[src/hdl/smsa_ram.sv]
// generic simple dual port ram with registered read
module smsa_ram #(
  parameter int WIDTH = 16,
  parameter int DEPTH = 256,
  localparam int AW = (DEPTH > 1) ? $clog2(DEPTH) : 1
) (
  input  logic             clk,
  input  logic             we,
  input  logic [AW-1:0]    waddr,
  input  logic [WIDTH-1:0] wdata,
  input  logic             re,
  input  logic [AW-1:0]    raddr,
  output logic [WIDTH-1:0] rdata
);

  logic [WIDTH-1:0] mem [DEPTH];

  always_ff @(posedge clk) begin
    if (we) begin
      mem[waddr] <= wdata;
    end
    if (re) begin
      rdata <= mem[raddr];
    end
  end

endmodule

[config.mk]
export PLATFORM = sky130hd
export DESIGN_NAME = smsa_ram
export DESIGN_NICKNAME = d
export VERILOG_FILES = /design/src/hdl/smsa_ram.sv
export SDC_FILE = /design/constraint.sdc
export NUM_CORES = 2
export LEC_CHECK = 0
export BUFFER_PORTS_ARGS = -buffer_cell sky130_fd_sc_hd__buf_2
export CAP_MARGIN = 20
export CORE_UTILIZATION = 50
export DETAILED_ROUTE_END_ITERATION = 8
export GPL_TIMING_DRIVEN = 0
export PLACE_DENSITY = 0.68
export SLEW_MARGIN = 20
export SYNTH_ARGS = -nofsm -noshare
export SYNTH_HDL_FRONTEND = slang
export SYNTH_SLANG_ARGS = --single-unit
[constraint.sdc]
create_clock -name clk -period 2.5 [get_ports clk]
set_input_delay 0.5 -clock clk [delete_from_list [all_inputs] [get_ports clk]]
set_output_delay 0.5 -clock clk [all_outputs]
set_load 0.02 [all_outputs]
* After elaboration in Yosys (flattened, before gate mapping)
Memories as Yosys holds them, arrays and structs flattened. A register that Yosys moved wholly into a read port is not among the register bits.
Cells that the tools add are included.
** Word-level totals
- Flip-flop bits (word level) :: 0
- Word-level logic and storage cells :: 3
- Output and inout port bits :: 16
- Input port bits :: 35
- RAM bits :: 4096
- Memories kept :: 1
** Cells by class
- Muxes and demuxes :: 2
** Memories
- mem :: depth 256, width 16, rd ports 1, clocked after Yosys merged registers in 1, wr ports 1, RTL line 16 : logic [WIDTH-1:0] mem [DEPTH];
** Operators by type and width (count)
- two-way mux 1 bit :: 2

* Depth between registers and ports, before layout
- Word-level depth :: 2
- Mapped depth :: 12
- Gate-level depth less buffers :: 6

* Least setup slack after synthesis
Ideal clock, no wire load.
- Path type :: in2reg
- From :: input port raddr[0]
- To :: register rdata[4] (read register of mem) (data pin)
- Buffers on the path :: 3
- Slack :: -0.249 ns
- Arrival time :: 2.484 ns
- Setup time :: 0.265 ns
- Required time :: 2.235 ns
- Cell stages on the path :: 8
- Path through :: buf_6 > buf_6 > buf_2 > mux4_2 > mux4_2 > a22o_1 > o32ai_2 > nor4_2
** RTL lines
- from (decl) :: RTL line 12 : input logic [AW-1:0] raddr,
- to (decl) :: RTL line 13 : output logic [WIDTH-1:0] rdata

==> results.tsv <==
metric	value	unit
Rows	206	
Final Cycle Share	1.20	
sequential share of power	0.526	
Worst setup endpoint	rdata[0]	
number of global-route vias before repair	82600	
yosys warns	0	
crit path capture type	flop	
Post-DP HPWL	337	mm
first-pass GRT wire length	674	mm
min Tclk post-route	3.00	ns
count leader, synth	edfxtp_1	
Pins Over Slew Limit	0	
final WL	499	mm
clock tree buffer depth	4	
post-synth cell types	51	
post-synthesis xor/xnor area fraction	0	
Synth area leader	edfxtp_1	
Synth Area in Simple Gates	0.0157	
crit path max fanout	10	
CP Data Required Time	3.16	ns
Die Area	0.320	sq mm
Synth-to-Final Area Change	18.2	%
H-tree depth	5	
Clk Latency, worst-skew pair	0.96	ns
dpl ws	-3.07	ns
chip height	566	um
switching pwr	32.1	mW
Synthesized Nets	7395	
DR WL/cell	39.4	um
CTS Root Buffer Type	clkbuf_16	
most instantiated cells after synthesis	edfxtp_1, mux4_2, mux2i_1	
final setup vio count	335	
Initial DRC Count	13800	
Vias	85200	
Setup CP Type	in -> reg	
Num CTS Buffers	404	
highest clock rate	0.333	GHz
Async SR Flop Fraction	0	
adder-cell area share of the yosys netlist	0	
synthesized flop and latch total	4112	
worst r2r dst	rdata[7]	
layout cells sized above 1	0.331	
switching part of the total	0.222	
CTS sink count	4112	
violated checks	negative setup slack	
Synth Area in Compound Gates	0.0353	
Top Usage Layer GRT	met2	
VDD IR max	0.656	mV
crit path DAT	3.66	ns
Initial Utilization	0.504	
largest family of logic cells by synthesized area	multiplexers	
met2 GRT Util	0.464	
Synth top area share	0.777	
Int Pwr	113	mW
Hold Path Class	in -> reg	
Max-Cap Viols	0	
Placer Congestion	1.09	
Tot GR Track Use	0.311	
mux cell area share after synthesis	0.155	
Logic pwr share	0.065	
outcome	complete, but fails checks	
DRC Markers	0	
top_reg_cell synth	edfxtp_1	
largest net degree at the start of global routing	124	
syn avg cell area	21.6	sq um
final hold vios	0	
TritonCTS clock tree	done	
Vias/cell	6.73	
Clock transition at path regs	0.06	ns
Syn Inst Count	7360	
clock share of power	0.409	
RSZ-0062 raised after global routing	true	
Clock Skew	0.0401	ns
Post-DRT Antenna Nets	0	
Worst Setup SP	raddr[2]	
Leak Pwr	59.5	nW
worst flop-to-flop path startpoint	mem[3][7]	
Worst setup SP type	input port	
port buffer count	40	
core area	0.315	sq mm
final core occ	0.595	
Worst-Margin Slew	1.28	ns
max_slew headroom	0.142	
die width	566	um
M1 GR Usage	0.404	
Worst Reg2Reg Path Length in Cells	6	
grt met3 use	0.0914	
pwr dens	771	mW/mm^2
synthesized area	0.159	sq mm
Initial DRT Pass Iterations	7	
# fillers	21900	
I/O pin cnt	51	
worst setup margin	-0.500	ns
Remaining Overflow, GRT	0	
R2R Setup Slk	-0.44	ns
register area share after synthesis	0.777	
top cells by area, synth	edfxtp_1, mux4_2, mux2i_1	
Layout Nets	8191	
initial antenna violation count	32	
number of synthesized flops with an enable pin	4112	
==> sequential cells by signal, summed over array words and instances, names as in the netlist <==
name / count
rdata: 16
mem: 4096
==> area by class of cell <==
class	count	area, sq um	share of cell area
Sequential cell	4112	123000	0.658
Tap cell	4160	5200	0.0277
Clock inverter	225	1970	0.0105
Buffer	450	4340	0.0231
Timing Repair Buffer	392	5510	0.0293
Multi-Input combinational cell	2792	36500	0.194
Clock buffer	496	10700	0.0568
Inverter	4	20.0	0.000107
Antenna cell	23	57.6	0.000307
==> worst max-delay path, stage by stage <==
cell and delay [ns]:
buf_4 0.19, or2_1 0.26, buf_4 0.24, clkbuf_4 0.33
clkbuf_4 0.33, o221ai_2 0.35, a21oi_2 0.21, nor2_1 0.19
nand4_1 0.39, nor4_4 0.61
==> per-layer routing <==
layer | part of all wire | wire length, um
met1 | 0.35 | 175000
met2 | 0.45 | 224000
met3 | 0.13 | 63200
met4 | 0.073 | 36600
met5 | 0.00061 | 302
==> per-stage QoR <==
stage                     power (mW)  area [sq um]  hold slack, ns  std cells  setup TNS, ns
after CTS                        144        187000         0.00403      12600          -3.81
after global placement          85.6        165000           0.944      11600              -
after floorplan                 81.4        159000           0.599       7360        -298.34
after detailed placement        85.8        170000           0.879      11800       -3962.89
final                            145        188000          0.0380      12700         -27.27
after global routing             147        188000          0.0304      12600          -7.65
==> placed cells by master (no fill, tap or decap), types with 34 or more instances in the layout <==
cell type	instances
nor3_2	34
nor3_1	38
clkinv_2	70
mux2i_1	563
o221ai_2	68
mux2_2	77
buf_8	124
clkbuf_4	55
nor2_1	42
buf_6	175
edfxtp_1	4112
nor2_4	89
buf_16	66
mux4_2	797
clkinv_1	100
o221ai_1	179
o22ai_1	116
clkbuf_16	416
nor2_2	173
clkbuf_2	84
buf_12	77
a21oi_1	140
buf_2	52
buf_4	119
clkbuf_1	135
==> power by group through the flow <==
stage,combinational [mW],clock [mW],sequential (mW)
after floorplan,3.82,0,77.6
after global placement,7.75,0,77.8
after detailed placement,8.24,0,77.6
after CTS,9.01,59.3,76.1
after global routing,9.51,61.8,76.1
final,9.44,59.2,76.1
==> what timing repair did <==
item,in CTS,in global routing
resized for setup,800,161
hold endpoints to repair,184,0
pin swaps,110,45
buffers inserted,63,14
hold buffers,10,0
setup endpoints to repair,2187,740
==> worst min path at each step <==
stage | from | endpoint | slack (ns) | cells past startpoint
finish | wdata[8] | mem[251][8] | 0.04 | 1
floorplan | wdata[0] | mem[0][0] | 0.60 | 0
global placement | rdata[2] | rdata[2] | 0.94 | 1
CTS | wdata[7] | mem[20][7] | 0.004 | 1
detailed placement | wdata[1] | mem[183][1] | 0.88 | 1
global route | wdata[7] | mem[24][7] | 0.03 | 1
==> cell families after synthesis <==
| group | Yosys count |
|---|---|
| flip-flops | 4112 |
| multiplexers | 1450 |
| AO/OA/AOI/OAI | 786 |
| AND/OR/NAND/NOR | 556 |
| buffers and inverters | 456 |
No activity file was read; power rests on OpenSTA's default activity.
