### config.mk
export PLATFORM = sky130hd
export DESIGN_NAME = smsa_cell
export DESIGN_NICKNAME = d
export VERILOG_FILES = /design/src/hdl/smsa_pkg.sv /design/src/hdl/smsa_cell.sv
export SDC_FILE = /design/constraint.sdc
export NUM_CORES = 1
export LEC_CHECK = 0
export BUFFER_PORTS_ARGS = -buffer_cell sky130_fd_sc_hd__clkbuf_2
export CAP_MARGIN = 25
export CORE_ASPECT_RATIO = 2
export CORE_MARGIN = 8
export CORE_UTILIZATION = 45
export CTS_CLUSTER_SIZE = 24
export DETAILED_ROUTE_END_ITERATION = 8
export PLACE_DENSITY = 0.84
export SETUP_SLACK_MARGIN = 0.2
export SYNTH_ARGS = -nofsm -noshare
export SYNTH_HDL_FRONTEND = slang
export SYNTH_SLANG_ARGS = --single-unit
export TNS_END_PERCENT = 100
### constraint.sdc
create_clock -name clk -period 3.3 [get_ports clk]
set_input_delay 0.165 -clock clk [delete_from_list [all_inputs] [get_ports clk]]
set_output_delay 0.165 -clock clk [all_outputs]
set_load 0.01 [all_outputs]
### src/hdl/smsa_pkg.sv
// shared constants and types for the sliding median spike alert block
package smsa_pkg;

  localparam int WINDOW_MAX_DEF  = 256;
  localparam int SAMPLE_BITS_DEF = 16;
  localparam int CFG_W           = 9;
  localparam int COUNT_W         = 32;

  typedef enum logic [1:0] {
    PH_IDLE,
    PH_REMOVE,
    PH_INSERT
  } phase_t;

  // operation broadcast to every sorted cell in the same cycle
  typedef struct packed {
    logic rem;
    logic ins;
  } cell_cmd_t;

endpackage

### src/hdl/smsa_cell.sv
// one position of the sorted store, shifting with its neighbors on remove and insert
module smsa_cell #(
  parameter int SAMPLE_BITS = smsa_pkg::SAMPLE_BITS_DEF
) (
  input  logic                   clk,
  input  smsa_pkg::cell_cmd_t    cmd,
  input  logic [SAMPLE_BITS-1:0] key,
  input  logic                   occupied,
  input  logic [SAMPLE_BITS-1:0] left_val,
  input  logic                   left_gt,
  input  logic [SAMPLE_BITS-1:0] right_val,
  output logic [SAMPLE_BITS-1:0] val,
  output logic                   gt
);

  logic [SAMPLE_BITS-1:0] val_next;

  // empty positions count as larger than any key
  assign gt = !occupied || (val > key);

  always_comb begin
    val_next = val;
    if (cmd.rem) begin
      // in sorted order the first copy of key is the first cell >= key
      if (val >= key) begin
        val_next = right_val;
      end
    end else if (cmd.ins) begin
      if (gt) begin
        val_next = left_gt ? left_val : key;
      end
    end
  end

  always_ff @(posedge clk) begin
    val <= val_next;
  end

endmodule

# After elaboration in Yosys (flattened, before gate mapping)
# Cells that the tools add are included.
# word_totals
regBits,16
in_bits,53
wordCells,14
# op_classes
n_lt_le_gt_ge,2
eq_ne,1
muxes,5
reduce_logical,5
# ops
operator,n
two-way mux 16 bit,5
greater-or-equal comparator 16 bit,1
greater-than comparator 16 bit,1
nonzero test 2 bit,2
AND reduction 3 bit,1
inequality test 2 x 1 -> 1 bit (second input constant),1
logical NOT 1 bit,1
logical OR 1 bit,1

# Depth between registers and ports, before layout
# depth
word_depth,5
mapped_depth,7
ltp_nobuf,7

# Worst setup path after synthesis
# No wires, ideal clock.
# synth_timing
path_kind,register to register
startpoint,reg val[15]
endpoint,"reg val[0], enable pin"
setup_time_ps,319
t_arrival_ps,2086
required_ps,2981
path_slack_ps,894
path_stages_with_launch,7
path_buffers,0
cell_sequence,edfxtp_1 > ha_1 > nand4_2 > or4_4 > o21ai_1 > a32oi_1 > a211o_1
# synth_via
elab_chain_len,4
word_cells_on_any_way,6
# synth_rtl
element,line,text
start: declaration,smsa_cell.sv:12,"output logic [SAMPLE_BITS-1:0] val,"
start signal: assignment,smsa_cell.sv:36,val <= val_next;
greater-than comparator 16 bit,smsa_cell.sv:19,assign gt = !occupied || (val > key);
logical OR 1 bit,smsa_cell.sv:19,
nonzero test 2 bit (no source line),-,
AND reduction 3 bit (no source line) *,-,
# Every way passes the cells marked *; elsewhere a longest branch is shown, timed or not.
# A chain may end at the register's enable or synchronous reset.

# Worst setup path after layout
# layout_timing
startpoint,reg val[13]
endpoint,"reg val[13], enable pin"
# The elaborated chain is that of the path after synthesis.

==> impl_metrics.json <==
{
  "cts_made_buffers": 3,
  "cts_tree": "done",
  "syn_to_final_growth_pct": 30.49,
  "rrSetupSlack_ns": 0.74,
  "critPathLaunchType": "register",
  "min_period_ns": 2.555,
  "yosys.area.top_type": "edfxtp_1",
  "grt_pass1_wl_um": 5685,
  "worst-r2r-cell-count": 6,
  "grt_pass1_vias": 1311,
  "r2r-start": "val[13]$_DFFE_PP_",
  "cap_violations": 0,
  "hpwlAfterDp_um": 2942,
  "synth_cell_types": 24,
  "ys_seq_elements": 16,
  "dieArea_sq_mm": 0.004936,
  "required_ns": 3.22,
  "worstSetupEndpointType": "register",
  "core_area_sq_mm": 0.002736,
  "path_clk_slew_ns": 0.06,
  "grt_antenna_before_repair": 0,
  "synth-seq-area-share_pct": 37.28,
  "crit_arrival_ns": 2.47,
  "synthTopCellsByArea": "edfxtp_1 37%, ha_1 16%, mux2i_1 12%",
  "cts_resized": 0,
  "worstPathMaxFanout": 16,
  "hold_path_end": "val[2]$_DFFE_PP_",
  "r2r-end": "val[13]$_DFFE_PP_",
  "portBuffers": 69,
  "finalSetupViolations": 0,
  "status": "finished, final reports clean",
  "drt_pre_antenna_iters": 5,
  "cts_root_buf": "clkbuf_8",
  "final_common_cell": "clkbuf_2",
  "hold_path_class": "input port to register",
  "hold_start": "right_val[2]",
  "largestRegisters": "val x16",
  "antenna_left": 0,
  "setup_slack_ns": 0.7447,
  "drtIter0Drc": 23,
  "die_x_um": 53.84,
  "setup_tns_ns": 0,
  "ios": 70,
  "place_ws_ns": 0.7511,
  "grt_max_degree": 36,
  "clock_path_buffers": 2,
  "worst_slew_pin_slew_ns": 0.6447,
  "grt_usage_pct": 14.85,
  "postCtsHoldBufs": 0,
  "netlist_area_sq_mm": 0.001289,
  "path_class": "register to register",
  "cts_sinks": 16,
  "min_path_cells": 3,
  "fin_crit_sh_pct": 77.43,
  "synth_cells": 134,
  "hold_viol_final": 0,
  "routedWlPerCell_um": 15.19,
  "finClkSkew_ns": 0.001777,
  "overflow": 0,
  "largest-register": "val",
  "diodes": 0,
  "slew_headroom_pct": 57.02,
  "cts_setup_buffers": 0,
  "syn_avg_cell_area_sq_um": 9.617,
  "drc": 0,
  "irDropWorstVdd_uv": 293.9,
  "routed_wl_um": 3494,
  "drive_gt1_share_pct": 37.31,
  "drv_slew": 0,
  "htree_levels": 1,
  "finalNetCount": 271,
  "largest_register_ffs": 16,
  "vias": 1230,
  "leakage_nw": 0.8862,
  "place_congestion": 0.7833,
  "rsz0062_at_grt": "false",
  "synth_nets": 203,
  "rows": 27,
  "start_util_pct": 47.10,
  "die-height_um": 91.68,
  "power.density_mw_per_mm2": 382.6,
  "fmax_ghz": 0.3913,
  "viasPerCell": 5.348,
  "yosys.area.top_type_share_pct": 37.28,
  "clock_latency_ns": 0.25,
  "synth-warning-count": 0,
  "final_cell_mix": "69 x clkbuf_2, 19 x nand2_1, 19 x o21ai_0"
}
## cell families (layout without fill, tap and decap cells)
| group | Yosys count | after routing | share of synthesized area [%] |
|---|---|---|---|
| compound gates | 31 | 31 | 15.05 |
| fa+ha+maj | 16 | 16 | 15.53 |
| buf+inv | 23 | 90 | 7.572 |
| flops | 16 | 16 | 37.28 |
| mux | 16 | 16 | 12.43 |
| simple gates | 32 | 32 | 12.14 |
## worst max-delay path, stage by stage, from the launching register on
cell	delay, ns
edfxtp_1	0.39
ha_1	0.33
nand4_2	0.16
or4_4	0.57
o21ai_1	0.15
a32oi_1	0.07
a211o_1	0.55
## layer usage
metal | vias to the layer above | track usage [%] | wire, um
li1 | 614 | - | -
met1 | 564 | 14.74 | 1215
met2 | 45 | 26.65 | 1958
met3 | 7 | 3.883 | 243
met4 | 0 | 6.356 | 77
met5 | - | 0 | 0
## power by group
group | internal, mW | total [mW] | switching, mW
combinational | 0.0948 | 0.213 | 0.119
sequential | 0.264 | 0.280 | 0.0156
clock | 0.0827 | 0.151 | 0.0678
total | 0.441 | 0.643 | 0.202
## Yosys cell counts
| cell type | count |
|---|---|
| ha_1 | 16 |
| nand2_1 | 19 |
| and3_1 | 1 |
| nand4_1 | 3 |
| nor3b_1 | 1 |
| nand4_2 | 1 |
| clkbuf_1 | 4 |
| buf_2 | 1 |
| inv_1 | 17 |
| or4_4 | 1 |
| o21ai_1 | 1 |
| nor2b_1 | 2 |
| a21oi_1 | 6 |
| o211ai_1 | 1 |
| nor2_1 | 3 |
| a2111oi_4 | 1 |
| o21ai_0 | 19 |
| a32oi_1 | 1 |
| nor3_1 | 1 |
| mux2i_1 | 16 |
| clkbuf_8 | 1 |
| edfxtp_1 | 16 |
| a211o_1 | 1 |
| a2111o_1 | 1 |
## how the worst max path moves through the flow
stage / depth (start not counted) / slack [ns] / from / endpoint
floorplan: 6 / 0.89 / val[15]$_DFFE_PP_ / val[0]$_DFFE_PP_
global placement: 6 / 0.83 / val[15]$_DFFE_PP_ / val[2]$_DFFE_PP_
detailed placement: 6 / 0.75 / val[13]$_DFFE_PP_ / val[3]$_DFFE_PP_
CTS: 6 / 0.74 / val[13]$_DFFE_PP_ / val[13]$_DFFE_PP_
global route: 6 / 0.60 / val[14]$_DFFE_PP_ / val[14]$_DFFE_PP_
finish: 6 / 0.74 / val[13]$_DFFE_PP_ / val[13]$_DFFE_PP_
## stage by stage
stage	hold slack (ns)	instance area (sq um)	cells	total power [mW]	util (%)
floorplan	0.3521	1289	134	0.4081	-
global placement	0.4449	1637	226	0.4927	59.81
detailed placement	0.4525	1637	226	0.4997	59.81
CTS	0.1860	1682	230	0.6497	61.45
global route	0.2036	1682	230	0.6870	61.45
finish	0.1882	1682	230	0.6434	61.45
## cell type report
type,instances,area (sq um)
Clock buffer,3,41.29
Tap cell,29,36.28
Clock inverter,1,3.754
Sequential cell,16,480.5
Timing Repair Buffer,69,345.3
Multi-Input combinational cell,95,710.7
Inverter,17,63.81
Fill cell,244,1055
Note: power is estimated with default switching activity, not from simulation.
